$ cat src/rtl/qurm_pkg.sv
// ----------------------------------------------------------------------------
// Quad UART register model package
// Shared widths, codes, reset values and the types passed between the front
// end, the decoded-op queue and the execution back end.
// ----------------------------------------------------------------------------
package qurm_pkg;

  localparam int unsigned UNIT_COUNT         = 4;
  localparam int unsigned UNIT_W             = 2;
  localparam int unsigned ADDR_W             = 16;
  localparam int unsigned WDATA_W            = 16;
  localparam int unsigned RDATA_W            = 16;
  localparam int unsigned BYTE_W             = 8;
  localparam int unsigned CFG_IDX_W          = 3;
  localparam int unsigned CFG_DATA_W         = 16;
  localparam int unsigned DRAIN_W            = 8;
  localparam int unsigned BACKLOG_W          = 16;
  localparam int unsigned IRQ_W              = 2;
  localparam int unsigned DEFAULT_FIFO_DEPTH = 16;
  localparam int unsigned QUEUE_DEPTH        = 2;

  localparam logic [ADDR_W-1:0]    BASE_MASK     = 16'hfff8;
  localparam logic [BYTE_W-1:0]    LSR_RESET     = 8'h60;
  localparam logic [BYTE_W-1:0]    SCRATCH_RESET = 8'hff;
  localparam logic [BYTE_W-1:0]    LSR_THR_EMPTY = 8'h60;
  localparam logic [BYTE_W-1:0]    LSR_THR_CLEAR = 8'h9f;
  localparam logic [BYTE_W-1:0]    LSR_OE_CLEAR  = 8'hfd;
  localparam logic [BYTE_W-1:0]    LSR_OE        = 8'h02;
  localparam logic [BYTE_W-1:0]    LSR_DR        = 8'h01;
  localparam logic [BYTE_W-1:0]    LSR_DR_CLEAR  = 8'hfe;
  localparam logic [BYTE_W-1:0]    ISR_RX        = 8'hc4;
  localparam logic [BYTE_W-1:0]    ISR_TX        = 8'hc2;
  localparam logic [BYTE_W-1:0]    ISR_NONE      = 8'hc1;
  localparam logic [RDATA_W-1:0]   RD_EMPTY      = 16'hffff;
  localparam logic [BACKLOG_W-1:0] BACKLOG_MAX   = 16'hffff;

  localparam logic [UNIT_COUNT-1:0][ADDR_W-1:0] BASE_RESET =
    {16'd40, 16'd32, 16'd24, 16'd16};
  localparam logic [UNIT_COUNT-1:0] RX_MASK_RESET = 4'h1;
  localparam logic [DRAIN_W-1:0]    DRAIN_RESET   = 8'd16;

  typedef enum logic [1:0] {
    CMD_WRITE = 2'd0,
    CMD_READ  = 2'd1,
    CMD_RX    = 2'd2,
    CMD_TICK  = 2'd3
  } cmd_e;

  typedef enum logic [2:0] {
    OP_MISS  = 3'd0,
    OP_WRITE = 3'd1,
    OP_READ  = 3'd2,
    OP_RX    = 3'd3,
    OP_TICK  = 3'd4
  } op_e;

  typedef enum logic [2:0] {
    OFS_DATA = 3'd0,
    OFS_IER  = 3'd1,
    OFS_ISR  = 3'd2,
    OFS_LCR  = 3'd3,
    OFS_MCR  = 3'd4,
    OFS_LSR  = 3'd5,
    OFS_MSR  = 3'd6,
    OFS_SCR  = 3'd7
  } ofs_e;

  typedef enum logic [CFG_IDX_W-1:0] {
    CFG_UNIT0_BASE = 3'd0,
    CFG_UNIT1_BASE = 3'd1,
    CFG_UNIT2_BASE = 3'd2,
    CFG_UNIT3_BASE = 3'd3,
    CFG_RX_MASK    = 3'd4,
    CFG_DRAIN      = 3'd5
  } cfg_idx_e;

  typedef struct packed {
    logic [UNIT_COUNT-1:0][ADDR_W-1:0] base;
    logic [UNIT_COUNT-1:0]             rx_mask;
    logic [DRAIN_W-1:0]                drain;
  } cfg_t;

  typedef struct packed {
    op_e               op;
    logic [UNIT_W-1:0] unit;
    ofs_e              ofs;
    logic [BYTE_W-1:0] data;
  } op_t;

  typedef struct packed {
    logic               accepted;
    logic [RDATA_W-1:0] read_data;
    logic               tx_valid;
    logic [UNIT_W-1:0]  tx_unit;
    logic [BYTE_W-1:0]  tx_byte;
    logic [IRQ_W-1:0]   irq;
    logic               pop;
    logic [UNIT_W-1:0]  pop_unit;
  } res_t;

endpackage

$ cat src/rtl/qurm_if.sv
// ----------------------------------------------------------------------------
// Quad UART register model channels
// Valid/ready request and response channels with their item payloads.
// ----------------------------------------------------------------------------
interface qurm_req_if import qurm_pkg::*; ();
  logic               valid;
  logic               ready;
  logic [1:0]         command;
  logic [ADDR_W-1:0]  address;
  logic [WDATA_W-1:0] write_data;
  logic [BYTE_W-1:0]  rx_byte;

  modport source (output valid, command, address, write_data, rx_byte, input ready);
  modport sink   (input valid, command, address, write_data, rx_byte, output ready);
endinterface

interface qurm_rsp_if import qurm_pkg::*; ();
  logic               valid;
  logic               ready;
  logic               accepted;
  logic [RDATA_W-1:0] read_data;
  logic               tx_valid;
  logic [UNIT_W-1:0]  tx_unit;
  logic [BYTE_W-1:0]  tx_byte;
  logic [IRQ_W-1:0]   irq_pulse;

  modport source (output valid, accepted, read_data, tx_valid, tx_unit, tx_byte,
                  irq_pulse, input ready);
  modport sink   (input valid, accepted, read_data, tx_valid, tx_unit, tx_byte,
                  irq_pulse, output ready);
endinterface

$ cat src/rtl/quad_uart_register_model_core.sv
// ----------------------------------------------------------------------------
// Quad UART register model core
// Four 16550-style register sets sharing one bus, with receive stores,
// transmit backlog counters and interrupt pulses.
// ----------------------------------------------------------------------------
// Usage:
//   req carries one item per handshake: bus write, bus read, received byte
//   or tick. rsp returns exactly one result item per request item, in order.
//   cfg_we_i/cfg_index_i/cfg_wdata_i write the unit bases, the receive mask
//   and the drain per tick; write them only while no item is in flight.
// Path: an accepted item waits in the op queue; the back end executes it once
//   it is at the queue head and the output register can take its result,
//   which is registered there and presented on rsp.
// Throughput: one item per cycle while rsp.ready stays high; the back end
//   runs one op per cycle, limited by the per-unit register read-modify-write
//   and the single read port of each receive store.
// Reset: all unit registers take their reset values, the op queue and the
//   output register empty; receive store contents are left as they are.
// Stall: when rsp.ready is low the result is held, the back end stops and the
//   two-entry op queue fills; req.ready drops once it is full.
// ----------------------------------------------------------------------------
module quad_uart_register_model_core import qurm_pkg::*; #(
  parameter int unsigned FIFO_DEPTH = DEFAULT_FIFO_DEPTH
) (
  input  logic                  clk_i,
  input  logic                  rst_ni,
  input  logic                  cfg_we_i,
  input  logic [CFG_IDX_W-1:0]  cfg_index_i,
  input  logic [CFG_DATA_W-1:0] cfg_wdata_i,
  qurm_req_if.sink              req,
  qurm_rsp_if.source            rsp
);

  cfg_t cfg_q;
  logic push, q_full, q_valid, q_pop;
  op_t  op_in, op_out;

  always_ff @(posedge clk_i or negedge rst_ni) begin
    if (!rst_ni) begin
      cfg_q.base    <= BASE_RESET;
      cfg_q.rx_mask <= RX_MASK_RESET;
      cfg_q.drain   <= DRAIN_RESET;
    end else if (cfg_we_i) begin
      case (cfg_idx_e'(cfg_index_i))
        CFG_UNIT0_BASE: cfg_q.base[0] <= cfg_wdata_i;
        CFG_UNIT1_BASE: cfg_q.base[1] <= cfg_wdata_i;
        CFG_UNIT2_BASE: cfg_q.base[2] <= cfg_wdata_i;
        CFG_UNIT3_BASE: cfg_q.base[3] <= cfg_wdata_i;
        CFG_RX_MASK:    cfg_q.rx_mask <= cfg_wdata_i[UNIT_COUNT-1:0];
        CFG_DRAIN:      cfg_q.drain   <= cfg_wdata_i[DRAIN_W-1:0];
        default: ;
      endcase
    end
  end

  qurm_front u_front (
    .req      (req),
    .cfg_i    (cfg_q),
    .q_full_i (q_full),
    .push_o   (push),
    .op_o     (op_in)
  );

  qurm_queue u_queue (
    .clk_i   (clk_i),
    .rst_ni  (rst_ni),
    .push_i  (push),
    .op_i    (op_in),
    .full_o  (q_full),
    .pop_i   (q_pop),
    .valid_o (q_valid),
    .op_o    (op_out)
  );

  qurm_back #(
    .FIFO_DEPTH (FIFO_DEPTH)
  ) u_back (
    .clk_i      (clk_i),
    .rst_ni     (rst_ni),
    .cfg_i      (cfg_q),
    .op_valid_i (q_valid),
    .op_i       (op_out),
    .op_pop_o   (q_pop),
    .rsp        (rsp)
  );

endmodule

$ cat src/rtl/qurm_front.sv
// ----------------------------------------------------------------------------
// Quad UART register model front end
// Takes request items, matches the bus address against the unit bases and
// classifies each item into a decoded op for the queue.
// ----------------------------------------------------------------------------
module qurm_front import qurm_pkg::*; (
  qurm_req_if.sink req,
  input  cfg_t     cfg_i,
  input  logic     q_full_i,
  output logic     push_o,
  output op_t      op_o
);

  logic              hit;
  logic [UNIT_W-1:0] hit_unit;
  logic [ADDR_W-1:0] addr_aligned;

  assign req.ready    = !q_full_i;
  assign push_o       = req.valid && !q_full_i;
  assign addr_aligned = req.address & BASE_MASK;

  // lowest matching unit wins
  always_comb begin
    hit      = 1'b0;
    hit_unit = '0;
    for (int u = UNIT_COUNT - 1; u >= 0; u--) begin
      if (cfg_i.base[u] == addr_aligned) begin
        hit      = 1'b1;
        hit_unit = UNIT_W'(u);
      end
    end
  end

  always_comb begin
    op_o      = '0;
    op_o.op   = OP_MISS;
    op_o.unit = hit_unit;
    op_o.ofs  = ofs_e'(req.address[2:0]);
    op_o.data = req.write_data[BYTE_W-1:0];
    unique case (cmd_e'(req.command))
      CMD_WRITE: op_o.op = hit ? OP_WRITE : OP_MISS;
      CMD_READ:  op_o.op = hit ? OP_READ : OP_MISS;
      CMD_RX: begin
        op_o.op   = OP_RX;
        op_o.data = req.rx_byte;
      end
      CMD_TICK:  op_o.op = OP_TICK;
    endcase
  end

endmodule

$ cat src/rtl/qurm_queue.sv
// ----------------------------------------------------------------------------
// Quad UART register model op queue
// Short FIFO of decoded ops between the front end and the back end.
// ----------------------------------------------------------------------------
module qurm_queue import qurm_pkg::*; (
  input  logic clk_i,
  input  logic rst_ni,
  input  logic push_i,
  input  op_t  op_i,
  output logic full_o,
  input  logic pop_i,
  output logic valid_o,
  output op_t  op_o
);

  localparam int unsigned QP_W = $clog2(QUEUE_DEPTH);
  localparam int unsigned QC_W = $clog2(QUEUE_DEPTH + 1);

  op_t             slot_q [QUEUE_DEPTH];
  logic [QP_W-1:0] wr_ptr_q, rd_ptr_q;
  logic [QC_W-1:0] count_q, count_d;

  assign full_o  = (count_q == QC_W'(QUEUE_DEPTH));
  assign valid_o = (count_q != '0);
  assign op_o    = slot_q[rd_ptr_q];

  always_comb begin
    count_d = count_q;
    if (push_i && !pop_i) begin
      count_d = count_q + QC_W'(1);
    end else if (pop_i && !push_i) begin
      count_d = count_q - QC_W'(1);
    end
  end

  always_ff @(posedge clk_i or negedge rst_ni) begin
    if (!rst_ni) begin
      wr_ptr_q <= '0;
      rd_ptr_q <= '0;
      count_q  <= '0;
    end else begin
      count_q <= count_d;
      if (push_i) begin
        wr_ptr_q <= wr_ptr_q + QP_W'(1);
      end
      if (pop_i) begin
        rd_ptr_q <= rd_ptr_q + QP_W'(1);
      end
    end
  end

  always_ff @(posedge clk_i) begin
    if (push_i) begin
      slot_q[wr_ptr_q] <= op_i;
    end
  end

endmodule

$ cat src/rtl/qurm_back.sv
// ----------------------------------------------------------------------------
// Quad UART register model back end
// Executes one decoded op per cycle while the output register is free or being
// emptied, against the per-unit register state and receive stores, and holds
// the result item in that output register.
module qurm_back import qurm_pkg::*; #(
  parameter int unsigned FIFO_DEPTH = DEFAULT_FIFO_DEPTH
) (
  input  logic clk_i,
  input  logic rst_ni,
  input  cfg_t cfg_i,
  input  logic op_valid_i,
  input  op_t  op_i,
  output logic op_pop_o,
  qurm_rsp_if.source rsp
);

  localparam int unsigned PTR_W = $clog2(FIFO_DEPTH);
  localparam int unsigned LVL_W = $clog2(FIFO_DEPTH + 1);
  localparam logic [PTR_W:0]   DEPTH_S   = (PTR_W + 1)'(FIFO_DEPTH);
  localparam logic [PTR_W-1:0] HEAD_LAST = PTR_W'(FIFO_DEPTH - 1);
  localparam logic [LVL_W-1:0] LVL_FULL  = LVL_W'(FIFO_DEPTH);

  logic [BYTE_W-1:0]    ier_q [UNIT_COUNT], ier_d [UNIT_COUNT];
  logic [BYTE_W-1:0]    lcr_q [UNIT_COUNT], lcr_d [UNIT_COUNT];
  logic [BYTE_W-1:0]    mcr_q [UNIT_COUNT], mcr_d [UNIT_COUNT];
  logic [BYTE_W-1:0]    lsr_q [UNIT_COUNT], lsr_d [UNIT_COUNT];
  logic [BYTE_W-1:0]    scr_q [UNIT_COUNT], scr_d [UNIT_COUNT];
  logic [UNIT_COUNT-1:0] rxf_q, rxf_d, txf_q, txf_d;
  logic [BACKLOG_W-1:0] backlog_q [UNIT_COUNT], backlog_d [UNIT_COUNT];
  logic [PTR_W-1:0]     head_q [UNIT_COUNT], head_d [UNIT_COUNT];
  logic [LVL_W-1:0]     level_q [UNIT_COUNT], level_d [UNIT_COUNT];

  logic [UNIT_COUNT-1:0] wr_en, rd_en;
  logic [PTR_W-1:0]      wr_slot [UNIT_COUNT];
  logic [BYTE_W-1:0]     rd_q [UNIT_COUNT];
  logic [IRQ_W-1:0]      irq_v;

  logic fire;
  logic s1_valid_q;
  res_t s1_q, res_d;

  assign fire     = op_valid_i && (!s1_valid_q || rsp.ready);
  assign op_pop_o = fire;

  // per-unit state update
  always_comb begin
    logic              sel;
    logic [PTR_W:0]    slot_sum;
    logic [BACKLOG_W-1:0] drain_ext;
    ier_d     = ier_q;
    lcr_d     = lcr_q;
    mcr_d     = mcr_q;
    lsr_d     = lsr_q;
    scr_d     = scr_q;
    rxf_d     = rxf_q;
    txf_d     = txf_q;
    backlog_d = backlog_q;
    head_d    = head_q;
    level_d   = level_q;
    wr_en     = '0;
    rd_en     = '0;
    irq_v     = '0;
    sel       = 1'b0;
    drain_ext = {{(BACKLOG_W - DRAIN_W){1'b0}}, cfg_i.drain};
    for (int u = 0; u < UNIT_COUNT; u++) begin
      sel      = fire && (op_i.unit == UNIT_W'(u));
      slot_sum = {1'b0, head_q[u]} + {1'b0, level_q[u][PTR_W-1:0]};
      wr_slot[u] = (slot_sum >= DEPTH_S) ? PTR_W'(slot_sum - DEPTH_S) : slot_sum[PTR_W-1:0];
      case (op_i.op)
        OP_WRITE: begin
          if (sel) begin
            unique case (op_i.ofs)
              OFS_DATA: begin
                if (!lcr_q[u][7] && ier_q[u][1]) begin
                  if (backlog_q[u] != BACKLOG_MAX) begin
                    backlog_d[u] = backlog_q[u] + BACKLOG_W'(1);
                  end
                  lsr_d[u] = lsr_q[u] & LSR_THR_CLEAR;
                end
              end
              OFS_IER: begin
                if (!lcr_q[u][7]) begin
                  ier_d[u] = op_i.data;
                end
              end
              OFS_LCR: lcr_d[u] = op_i.data;
              OFS_MCR: mcr_d[u] = op_i.data;
              OFS_SCR: scr_d[u] = op_i.data;
              OFS_ISR, OFS_LSR, OFS_MSR: ;
            endcase
          end
        end
        OP_READ: begin
          if (sel) begin
            if (op_i.ofs == OFS_DATA) begin
              if (level_q[u] != '0) begin
                rd_en[u]   = 1'b1;
                head_d[u]  = (head_q[u] == HEAD_LAST) ? '0 : head_q[u] + PTR_W'(1);
                level_d[u] = level_q[u] - LVL_W'(1);
              end
              if (level_q[u] <= LVL_W'(1)) begin
                lsr_d[u] = lsr_q[u] & LSR_DR_CLEAR;
              end
            end else if (op_i.ofs == OFS_ISR) begin
              if (rxf_q[u]) begin
                rxf_d[u] = 1'b0;
              end else if (txf_q[u]) begin
                txf_d[u] = 1'b0;
              end
            end
          end
        end
        OP_RX: begin
          if (fire && cfg_i.rx_mask[u]) begin
            if (level_q[u] == LVL_FULL) begin
              lsr_d[u] = lsr_q[u] | LSR_OE;
            end else begin
              lsr_d[u]   = (lsr_q[u] & LSR_OE_CLEAR) | LSR_DR;
              wr_en[u]   = 1'b1;
              level_d[u] = level_q[u] + LVL_W'(1);
            end
            if (ier_q[u][0]) begin
              rxf_d[u] = 1'b1;
              irq_v[u / 2] = 1'b1;
            end
          end
        end
        OP_TICK: begin
          if (fire && backlog_q[u] != '0) begin
            backlog_d[u] = (backlog_q[u] > drain_ext) ? backlog_q[u] - drain_ext : '0;
            if (backlog_d[u] == '0) begin
              txf_d[u] = 1'b1;
              lsr_d[u] = lsr_q[u] | LSR_THR_EMPTY;
              irq_v[u / 2] = 1'b1;
            end
          end
        end
        default: ;
      endcase
    end
  end

  // result item
  always_comb begin
    logic [UNIT_W-1:0] cu;
    cu           = op_i.unit;
    res_d        = '0;
    res_d.pop_unit = cu;
    case (op_i.op)
      OP_WRITE: begin
        res_d.accepted = 1'b1;
        if (op_i.ofs == OFS_DATA && !lcr_q[cu][7]) begin
          res_d.tx_valid = 1'b1;
          res_d.tx_unit  = cu;
          res_d.tx_byte  = op_i.data;
        end
      end
      OP_READ: begin
        res_d.accepted = 1'b1;
        unique case (op_i.ofs)
          OFS_DATA: begin
            if (level_q[cu] != '0) begin
              res_d.pop = 1'b1;
            end else begin
              res_d.read_data = RD_EMPTY;
            end
          end
          OFS_IER: res_d.read_data = {8'h00, ier_q[cu]};
          OFS_ISR: begin
            if (rxf_q[cu]) begin
              res_d.read_data = {8'h00, ISR_RX};
            end else if (txf_q[cu]) begin
              res_d.read_data = {8'h00, ISR_TX};
            end else begin
              res_d.read_data = {8'h00, ISR_NONE};
            end
          end
          OFS_LCR: res_d.read_data = {8'h00, lcr_q[cu]};
          OFS_MCR: res_d.read_data = {8'h00, mcr_q[cu]};
          OFS_LSR: res_d.read_data = {8'h00, lsr_q[cu]};
          OFS_MSR: res_d.read_data = '0;
          OFS_SCR: res_d.read_data = {8'h00, scr_q[cu]};
        endcase
      end
      OP_RX, OP_TICK: res_d.irq = irq_v;
      default: ;
    endcase
  end

  always_ff @(posedge clk_i or negedge rst_ni) begin
    if (!rst_ni) begin
      ier_q      <= '{default: '0};
      lcr_q      <= '{default: '0};
      mcr_q      <= '{default: '0};
      lsr_q      <= '{default: LSR_RESET};
      scr_q      <= '{default: SCRATCH_RESET};
      rxf_q      <= '0;
      txf_q      <= '0;
      backlog_q  <= '{default: '0};
      head_q     <= '{default: '0};
      level_q    <= '{default: '0};
      s1_valid_q <= 1'b0;
    end else begin
      ier_q     <= ier_d;
      lcr_q     <= lcr_d;
      mcr_q     <= mcr_d;
      lsr_q     <= lsr_d;
      scr_q     <= scr_d;
      rxf_q     <= rxf_d;
      txf_q     <= txf_d;
      backlog_q <= backlog_d;
      head_q    <= head_d;
      level_q   <= level_d;
      if (fire) begin
        s1_valid_q <= 1'b1;
      end else if (rsp.ready) begin
        s1_valid_q <= 1'b0;
      end
    end
  end

  always_ff @(posedge clk_i) begin
    if (fire) begin
      s1_q <= res_d;
    end
  end

  // receive store, one per unit
  for (genvar g = 0; g < UNIT_COUNT; g++) begin : g_store
    logic [BYTE_W-1:0] mem [FIFO_DEPTH];
    always_ff @(posedge clk_i) begin
      if (wr_en[g]) begin
        mem[wr_slot[g]] <= op_i.data;
      end
      if (rd_en[g]) begin
        rd_q[g] <= mem[head_q[g]];
      end
    end
  end

  assign rsp.valid     = s1_valid_q;
  assign rsp.accepted  = s1_q.accepted;
  assign rsp.read_data = s1_q.pop ? {8'h00, rd_q[s1_q.pop_unit]} : s1_q.read_data;
  assign rsp.tx_valid  = s1_q.tx_valid;
  assign rsp.tx_unit   = s1_q.tx_unit;
  assign rsp.tx_byte   = s1_q.tx_byte;
  assign rsp.irq_pulse = s1_q.irq;

  for (genvar a = 0; a < UNIT_COUNT; a++) begin : g_chk
    assert property (@(posedge clk_i) disable iff (!rst_ni)
      level_q[a] <= LVL_FULL)
      else $error("receive level above depth");
    assert property (@(posedge clk_i) disable iff (!rst_ni)
      lsr_q[a][0] == (level_q[a] != '0))
      else $error("data-ready bit out of step with receive level");
  end

  assert property (@(posedge clk_i) disable iff (!rst_ni)
    s1_valid_q && (s1_q.tx_valid || s1_q.pop) |-> s1_q.accepted)
    else $error("transmit or pop without a bus hit");

  assert property (@(posedge clk_i) disable iff (!rst_ni)
    s1_valid_q && (s1_q.irq != '0) |-> !s1_q.accepted && !s1_q.pop)
    else $error("interrupt pulse on a bus access item");

endmodule

$ cat src/flat_wrapper.sv
// flat-port wrapper written by rule: the top's interface ports become plain ports
module quad_uart_register_model_core_flat import qurm_pkg::*;
#(
  parameter int unsigned FIFO_DEPTH = DEFAULT_FIFO_DEPTH
)
  (clk_i, rst_ni, cfg_we_i, cfg_index_i, cfg_wdata_i, req_valid, req_command, req_address, req_write_data, req_rx_byte, req_ready, rsp_valid, rsp_accepted, rsp_read_data, rsp_tx_valid, rsp_tx_unit, rsp_tx_byte, rsp_irq_pulse, rsp_ready);
  qurm_req_if req_i ();
  qurm_rsp_if rsp_i ();
  input  logic clk_i;
  input  logic rst_ni;
  input  logic cfg_we_i;
  input  logic [CFG_IDX_W-1:0] cfg_index_i;
  input  logic [CFG_DATA_W-1:0] cfg_wdata_i;
  input wire logic [$bits(req_i.valid)-1:0] req_valid;
  input wire logic [$bits(req_i.command)-1:0] req_command;
  input wire logic [$bits(req_i.address)-1:0] req_address;
  input wire logic [$bits(req_i.write_data)-1:0] req_write_data;
  input wire logic [$bits(req_i.rx_byte)-1:0] req_rx_byte;
  output wire logic [$bits(req_i.ready)-1:0] req_ready;
  output wire logic [$bits(rsp_i.valid)-1:0] rsp_valid;
  output wire logic [$bits(rsp_i.accepted)-1:0] rsp_accepted;
  output wire logic [$bits(rsp_i.read_data)-1:0] rsp_read_data;
  output wire logic [$bits(rsp_i.tx_valid)-1:0] rsp_tx_valid;
  output wire logic [$bits(rsp_i.tx_unit)-1:0] rsp_tx_unit;
  output wire logic [$bits(rsp_i.tx_byte)-1:0] rsp_tx_byte;
  output wire logic [$bits(rsp_i.irq_pulse)-1:0] rsp_irq_pulse;
  input wire logic [$bits(rsp_i.ready)-1:0] rsp_ready;
  assign req_i.valid = req_valid;
  assign req_i.command = req_command;
  assign req_i.address = req_address;
  assign req_i.write_data = req_write_data;
  assign req_i.rx_byte = req_rx_byte;
  assign req_ready = req_i.ready;
  assign rsp_valid = rsp_i.valid;
  assign rsp_accepted = rsp_i.accepted;
  assign rsp_read_data = rsp_i.read_data;
  assign rsp_tx_valid = rsp_i.tx_valid;
  assign rsp_tx_unit = rsp_i.tx_unit;
  assign rsp_tx_byte = rsp_i.tx_byte;
  assign rsp_irq_pulse = rsp_i.irq_pulse;
  assign rsp_i.ready = rsp_ready;
  quad_uart_register_model_core #(.FIFO_DEPTH(FIFO_DEPTH)) u_core (.clk_i(clk_i), .rst_ni(rst_ni), .cfg_we_i(cfg_we_i), .cfg_index_i(cfg_index_i), .cfg_wdata_i(cfg_wdata_i), .req(req_i), .rsp(rsp_i));
endmodule
$ cat config.mk
export PLATFORM = sky130hd
export DESIGN_NAME = quad_uart_register_model_core_flat
export DESIGN_NICKNAME = d
export VERILOG_FILES = /design/src/rtl/qurm_pkg.sv /design/src/rtl/qurm_if.sv /design/src/rtl/quad_uart_register_model_core.sv /design/src/rtl/qurm_front.sv /design/src/rtl/qurm_queue.sv /design/src/rtl/qurm_back.sv /design/src/flat_wrapper.sv
export SDC_FILE = /design/constraint.sdc
export NUM_CORES = 2
export LEC_CHECK = 0
export BUFFER_PORTS_ARGS = -buffer_cell sky130_fd_sc_hd__buf_2
export CAP_MARGIN = 0
export CELL_PAD_IN_SITES_DETAIL_PLACEMENT = 0
export CELL_PAD_IN_SITES_GLOBAL_PLACEMENT = 2
export CORE_UTILIZATION = 25
export DETAILED_ROUTE_END_ITERATION = 10
export PLACE_DENSITY_LB_ADDON = 0.3
export SLEW_MARGIN = 30
export SYNTH_ARGS = -nofsm -noshare
export SYNTH_HDL_FRONTEND = slang
export SYNTH_SLANG_ARGS = --single-unit
$ cat constraint.sdc
create_clock -name clk_i -period 4.7 [get_ports clk_i]
set_input_delay 0.94 -clock clk_i [delete_from_list [all_inputs] [get_ports clk_i]]
set_output_delay 0.94 -clock clk_i [all_outputs]
set_load 0.02 [all_outputs]
### Word-level counts from Yosys, hierarchy flattened

Memories as Yosys holds them, arrays and structs flattened. A register that Yosys moved wholly into a read port is not among the register bits.
Index checks and enable logic that the tools add are counted.

| word-level totals | value |
|---|---|
| input bits | 66 |
| memories | 6 |
| register bits after elaboration | 366 |
| memory bits (writable) | 576 |
| logic and storage cells | 605 |

| operators by class | value |
|---|---|
| multiplexer cells | 272 |
| equal/unequal tests | 91 |
| bitwise logic cells | 9 |
| add/sub/neg operators | 32 |
| reductions and logical operators | 115 |
| $lt $le $gt $ge | 14 |

Memories:

| name | depth | width | read ports | clocked after Yosys merged registers in | write ports | line | text |
|---|---|---|---|---|---|---|---|
| u_core.u_back.g_store[0].mem | 16 | 8 | 1 | 0 | 1 | qurm_back.sv:231 | `logic [BYTE_W-1:0] mem [FIFO_DEPTH];` |
| u_core.u_back.g_store[1].mem | 16 | 8 | 1 | 0 | 1 | qurm_back.sv:231 |  |
| u_core.u_back.g_store[2].mem | 16 | 8 | 1 | 0 | 1 | qurm_back.sv:231 |  |
| u_core.u_back.g_store[3].mem | 16 | 8 | 1 | 0 | 1 | qurm_back.sv:231 |  |
| u_core.u_back.rd_q | 4 | 8 | 1 | 1 | 1 | qurm_back.sv:36 | `logic [BYTE_W-1:0] rd_q [UNIT_COUNT];` |
| u_core.u_queue.slot_q | 2 | 16 | 1 | 0 | 1 | qurm_queue.sv:19 | `op_t slot_q [QUEUE_DEPTH];` |

Operators by type and width:

| cell | count |
|---|---|
| two-way mux 16 bit | 27 |
| two-way mux 7 bit | 20 |
| one-hot mux 16 bit (2 select lines) | 4 |
| one-hot mux 16 bit (8 select lines) | 1 |
| two-way mux 1 bit | 126 |
| two-way mux 8 bit | 14 |
| one-hot mux 7 bit (4 select lines) | 4 |
| two-way mux 5 bit | 22 |
| != test 2 bit (second input constant) | 52 |
| binary-select mux 8 bit (select 2 bit) | 5 |
| AND reduction 6 bit | 12 |
| adder 16 x 1 -> 16 bit (second input constant) | 4 |
| == test 16 bit | 4 |
| greater-than comparator 16 x 8 -> 1 bit | 4 |
| zero test 16 bit | 4 |
| != test 16 bit (second input constant) | 4 |
| AND reduction 8 bit | 8 |
| nonzero test 16 bit | 4 |
| subtractor 16 x 8 -> 16 bit | 4 |
| two-way mux 2 bit | 20 |
| one-hot mux 5 bit (2 select lines) | 4 |
| AND reduction 3 bit | 12 |
| two-way mux 4 bit | 8 |
| AND reduction 4 bit | 8 |
| 38 further kinds | 158 |

### Longest topological paths before layout

| depth | value |
|---|---|
| depth after elaboration | 12 |
| mapped depth | 13 |
| depth with buffers taken out | 12 |

### By module

From an unflattened synthesis, not the netlist that was laid out.

| unflattened totals | value |
|---|---|
| cell total of the unflattened synthesis | 3100 |
| area, all modules | 43653.1 um2 |

Modules (own cells, without submodules):

| module | instances | cells an instance | area an instance (um2) |
|---|---|---|---|
| qurm_back | 1 | 2766 | 38523.2 |
| quad_uart_register_model_core | 1 | 165 | 2925.3 |
| qurm_queue | 1 | 66 | 1395.1 |
| qurm_front | 1 | 103 | 809.5 |

### Worst setup path before layout

OpenSTA, ideal clock, no wires.

| path | value |
|---|---|
| path kind | in2reg |
| start point | in rsp_ready |
| end point | mem u_core.u_back.g_store[2].mem[0][0], enable pin |
| setup time | 0.370 ns |
| required time | 4.330 ns |
| buffers on the path | 1 |
| arrival time | 2.882 ns |
| setup slack | 1.448 ns |
| stages | 8 |
| path through | nand2b_1 > clkbuf_1 > nand2_2 > nor2_1 > nand2_1 > a31oi_2 > or3b_2 > nor2_1 |

| on the way | value |
|---|---|
| longest elaborated chain between the ends | 7 |

Ends and longest elaborated chain:

| element | line | text |
|---|---|---|
| start: declaration | flat_wrapper.sv:27 | `input wire logic [$bits(rsp_i.ready)-1:0] rsp_ready;` |
| logical OR 1 bit | qurm_back.sv:43 | `assign fire = op_valid_i && (!s1_valid_q \|\| rsp.ready);` |
| logical AND 1 bit | qurm_back.sv:43 |  |
| logical AND 1 bit | qurm_back.sv:115 | `if (fire && cfg_i.rx_mask[u]) begin` |
| two-way mux 1 bit | qurm_back.sv:115 |  |
| two-way mux 1 bit | qurm_back.sv:70 | `case (op_i.op)` |
| two-way mux 1 bit | qurm_back.sv:233 | `if (wr_en[g]) begin` |
| two-way mux 1 bit (implied by the code) | qurm_back.sv:234 | `mem[wr_slot[g]] <= op_i.data;` |
| end: declaration | qurm_back.sv:231 |  |

No other way between the ends.

### Worst setup path after layout

| path | value |
|---|---|
| start point | reg u_core.u_queue.rd_ptr_q |
| end point | reg u_core.u_back.backlog_q[29] (netlist name) |

| on the way | value |
|---|---|
| longest elaborated chain between the ends | 5 |

Ends and longest elaborated chain:

| element | line | text |
|---|---|---|
| start: declaration | qurm_queue.sv:20 | `logic [QP_W-1:0] wr_ptr_q, rd_ptr_q;` |
| start signal: assignment | qurm_queue.sv:47 | `rd_ptr_q <= rd_ptr_q + QP_W'(1);` |
| memory read (2 x 16 bit) * | n/a |  |
| == test 2 bit | qurm_back.sv:67 | `sel = fire && (op_i.unit == UNIT_W'(u));` |
| logical AND 1 bit | qurm_back.sv:67 |  |
| != test 2 bit (no source line) | n/a |  |
| AND reduction 6 bit (no source line) | n/a |  |
| end signal: assignment | qurm_back.sv:212 | `backlog_q <= backlog_d;` |
| end: declaration | qurm_back.sv:30 | `logic [BACKLOG_W-1:0] backlog_q [UNIT_COUNT], backlog_d [UNIT_COUNT];` |

Every way passes the cells marked *; elsewhere a longest branch is shown, timed or not.
A chain may end at the register's enable or synchronous reset.

==> results by group <==
Floorplanning
  – Core area: 174000 um2
  – Ports: 98
  – Starting Density: 0.252
  – # rows: 153
  – DIE WIDTH: 421 um
  – Die Footprint: 177000 um2
  – Die span in y: 421 um

Layout
  – Nets@finish: 3591
  – Layout cells sized above 1: 0.208
  – Synth-to-layout area growth: 15.5%
  – Multi-input logic area: 16400 um2
  – Fill count: 17655
  – Most frequent cells in the layout: 602 x edfxtp_1, 315 x nand2_1, 280 x dfrtp_1
  – Commonest non-fill, non-tap cell in the layout: edfxtp_1
  – Register area: 26400 um2

STA
  – # setup viols final: 0
  – Post-route setup TNS: 0 ps
  – RSZ-0062 raised after global routing: no
  – Final Hold Fails: 0
  – Max transition margin: 0.364
  – Fin Clk Skew: 45.3 ps
  – Fin crit share: 0.823
  – Final worst setup slack: 832 ps
  – Fin. max-slew vios: 0
  – Final min period: 3870 ps
  – Measured slew at the worst slew-check pin: 951 ps
  – FMAX: 259 MHz

Global route
  – Global route total overflow: 0
  – Vias in the first global route: 27350
  – First-pass GRT wire length: 186000 um
  – Global Route Usage Sum: 0.141
  – Largest net degree at the start of global routing: 92
  – Number of antenna violations at the first check in global routing: 7

Worst setup path
  – CP Class: reg -> reg
  – CP arrival: 4480 ps
  – CP Cell Sequence: buf_4 -> mux2i_4 -> inv_2 -> nand4_2 -> buf_4 -> nor3b_1 -> o21ai_2 -> a311oi_4 -> buf_4 -> nand2_1 -> a22o_1
  – Critical Path RT: 5310 ps
  – Reg2reg end: u_core.u_back.backlog_q[29]
  – Crit path max-delay cell type: dfrtp_2
  – Cells on worst reg2reg path: 11
  – Register-to-register setup slack: 830 ps
  – Most frequent CP cell: buf_4
  – CP startpoint kind: flip-flop
  – Max incr delay on CP: 630 ps
  – Crit Reg-Reg Startpoint: u_core.u_queue.rd_ptr_q
  – Worst-path fanout max: 20
  – Crit end category: flip-flop

Power
  – Clock power frac: 0.273
  – Power Dens Cells: 599 nW/um2
  – Sequential share of power: 0.392
  – Int Pwr: 19.0 mW
  – Switch share: 0.372
  – Leak pwr: 17.7 nW
  – Combinational power share: 0.335
  – Sw Pwr: 11.3 mW
  – Max IR drop VDD: 0.346 mV

Yosys
  – Distinct cell type count after synthesis: 104
  – Mapped Area: 43800 um2
  – Synth Flop Type: edfxtp_1
  – Post-Syn Instances: 3354
  – Average cell area after synthesis: 13.1 um2
  – Ys async rst share: 0.353
  – Synth warn: 0
  – Seq cells post-synth: 933
  – EDFF count, synth: 602
  – Syn nets: 3497
  – Seq/Total Area, Yosys: 0.603

Route
  – Vias per cell: 4.68
  – DRC: 0
  – Via count: 27422
  – DRT Pass-1 Iters: 5
  – Average wire per standard cell: 21.3 um
  – Iteration-0 DRC count of the detailed router: 1713
  – Antenna Nets Post-Route: 0
  – Post-Route WL: 125000 um

CTS
  – Clk buf depth: 3
  – Clk sinks: 933
  – Clock transition at path regs: 70 ps
  – CTS Hold Bufs: 0
  – CTS Buf Count: 101
  – Root Driver: clkbuf_16
  – Setup Buffers After CTS: 0
  – Clk_lat worst skew: 730 ps
  – CTS tree: done
  – H-tree depth: 3
  – Cts repair resizes: 0

Flow run
  – Maximum Capacitance Violations: 0

Placement
  – Detailed Place HPWL: 84300 um
  – Buffers on Ports: 89
  – Pre-CTS setup slack: 792 ps
  – GP Congestion: 0.778

Min path
  – Worst Hold Class: in -> async

Outcome
  – Run status: finished clean
## kinds of logic (layout without fill, tap and decap cells)
logic type               after synthesis  after routing  synth area share
AND/OR/NAND/NOR                      924            924            0.0994
buffers and inverters                255            435            0.0261
XOR/XNOR                             131            131            0.0262
multiplexers                         335            335             0.121
other                                  0              1                 0
flip-flops                           933            933             0.603
adder cells (fa/ha/maj)               77             77            0.0234
AO/OA/AOI/OAI                        699            699             0.101
## sequential cells by signal, indices dropped and copies added, names as in the netlist, 12 cells and up, named ones only
| name | cells |
|---|---|
| u_core.u_back.scr_q | 32 |
| u_core.u_back.backlog_q | 64 |
| u_core.u_back.g_store.mem | 512 |
| u_core.cfg_q | 76 |
| u_core.u_back.mcr_q | 32 |
| u_core.u_back.lcr_q | 32 |
| u_core.u_back.rd_q | 32 |
| u_core.u_back.lsr_q | 12 |
| u_core.u_back.head_q | 16 |
| u_core.u_back.level_q | 20 |
| u_core.u_queue.slot_q | 32 |
| u_core.u_back.s1_q | 12 |
| u_core.u_back.ier_q | 32 |
## worst max-delay path by stage
| stage | from | to | cells past startpoint |
|---|---|---|---|
| 2_1_floorplan | rsp_ready | u_core.u_back.g_store[2].mem[0][0] | 8 |
| 3_3_place_gp | rsp_ready | u_core.u_back.g_store[3].mem[4][2] | 8 |
| 3_5_place_dp | rsp_ready | u_core.u_back.g_store[2].mem[10][0] | 8 |
| 4_1_cts | u_core.u_queue.rd_ptr_q | u_core.u_back.backlog_q[29] | 11 |
| 5_1_grt | u_core.u_queue.rd_ptr_q | u_core.u_back.backlog_q[7] | 12 |
| 6_report | u_core.u_queue.rd_ptr_q | u_core.u_back.backlog_q[29] | 11 |
## synth_stat cells (8+ instances only)
cell        n  area share
buf_4      31      0.0053
mux2i_1    73       0.017
a21oi_1   229       0.026
or2_2       9      0.0013
a22oi_1    23      0.0039
nor3_1     53      0.0061
buf_2      31      0.0035
mux4_2    143       0.074
dfstp_2    44       0.026
or3_1      21      0.0030
a311oi_1    9      0.0018
o21a_1     13      0.0022
nor2b_1    12      0.0017
and3_1     23      0.0033
nor2_1    276       0.024
nor3b_1    15      0.0026
a21o_1     20      0.0034
nand2_1   315       0.027
a22o_1     10      0.0020
nand4_1    37      0.0053
mux2_2    115       0.030
a221oi_1   32      0.0064
nor4_1     21      0.0030
buf_1      12      0.0010
clkbuf_1  112      0.0096
a211oi_1   12      0.0021
nand2b_1   21      0.0030
ha_1       69       0.020
fa_1        8      0.0037
nand3b_1   11      0.0019
inv_1      61      0.0052
o31ai_1    12      0.0021
o21ai_0   198       0.023
edfxtp_1  602        0.41
a31oi_1    34      0.0049
o22ai_1    14      0.0020
dfrtp_1   285        0.16
xnor2_1    80       0.016
nand3_1    60      0.0069
xor2_1     51       0.010
## final cells by class
cell class / count / area share
tap: 2325 / 0.0575
sequential: 933 / 0.522
inverter: 65 / 0.00500
antenna: 1 / 0.0000495
multi-input combinational: 2166 / 0.323
timing repair buffer: 181 / 0.0245
clock inverter: 61 / 0.0128
clock buffer: 128 / 0.0550
## critical path, delay by kind of cell (launching register included)
| family | cells | cell delay (ps) |
|---|---|---|
| DFF | 1 | 630 |
| buffers and inverters | 4 | 1320 |
| AOI/OAI and AO/OA | 3 | 990 |
| muxes | 1 | 170 |
| and+or+nand+nor | 3 | 640 |
## stage by stage
stage	std cells	power [mW]	hold WS (ps)	instance area, um2	utilization
2_1_floorplan	3354	18.6	418	43800	-
3_3_place_gp	5667	22.3	459	47100	0.270
3_5_place_dp	5668	22.3	468	47100	0.271
4_1_cts	5857	30.7	297	50500	0.290
5_1_grt	5860	32.1	292	50600	0.291
6_report	5860	30.3	250	50600	0.291
## routing by layer
metal  up-vias  track usage  share of wire
met3       145       0.0208          0.036
met4         0       0.0319          0.019
met1     13941        0.200           0.47
met2       452        0.225           0.47
met5         -            0              0
li1      12884            -              -
## power groups by stage
stage          combinational [mW]  clock [mW]  sequential [mW]
2_1_floorplan                7.15           0             11.4
3_3_place_gp                 10.3           0             12.0
3_5_place_dp                 10.3           0             12.0
4_1_cts                      10.3        8.51             11.9
5_1_grt                      11.2        8.80             12.1
6_report                     10.2        8.26             11.9
Power figures use the tool's default switching activity.
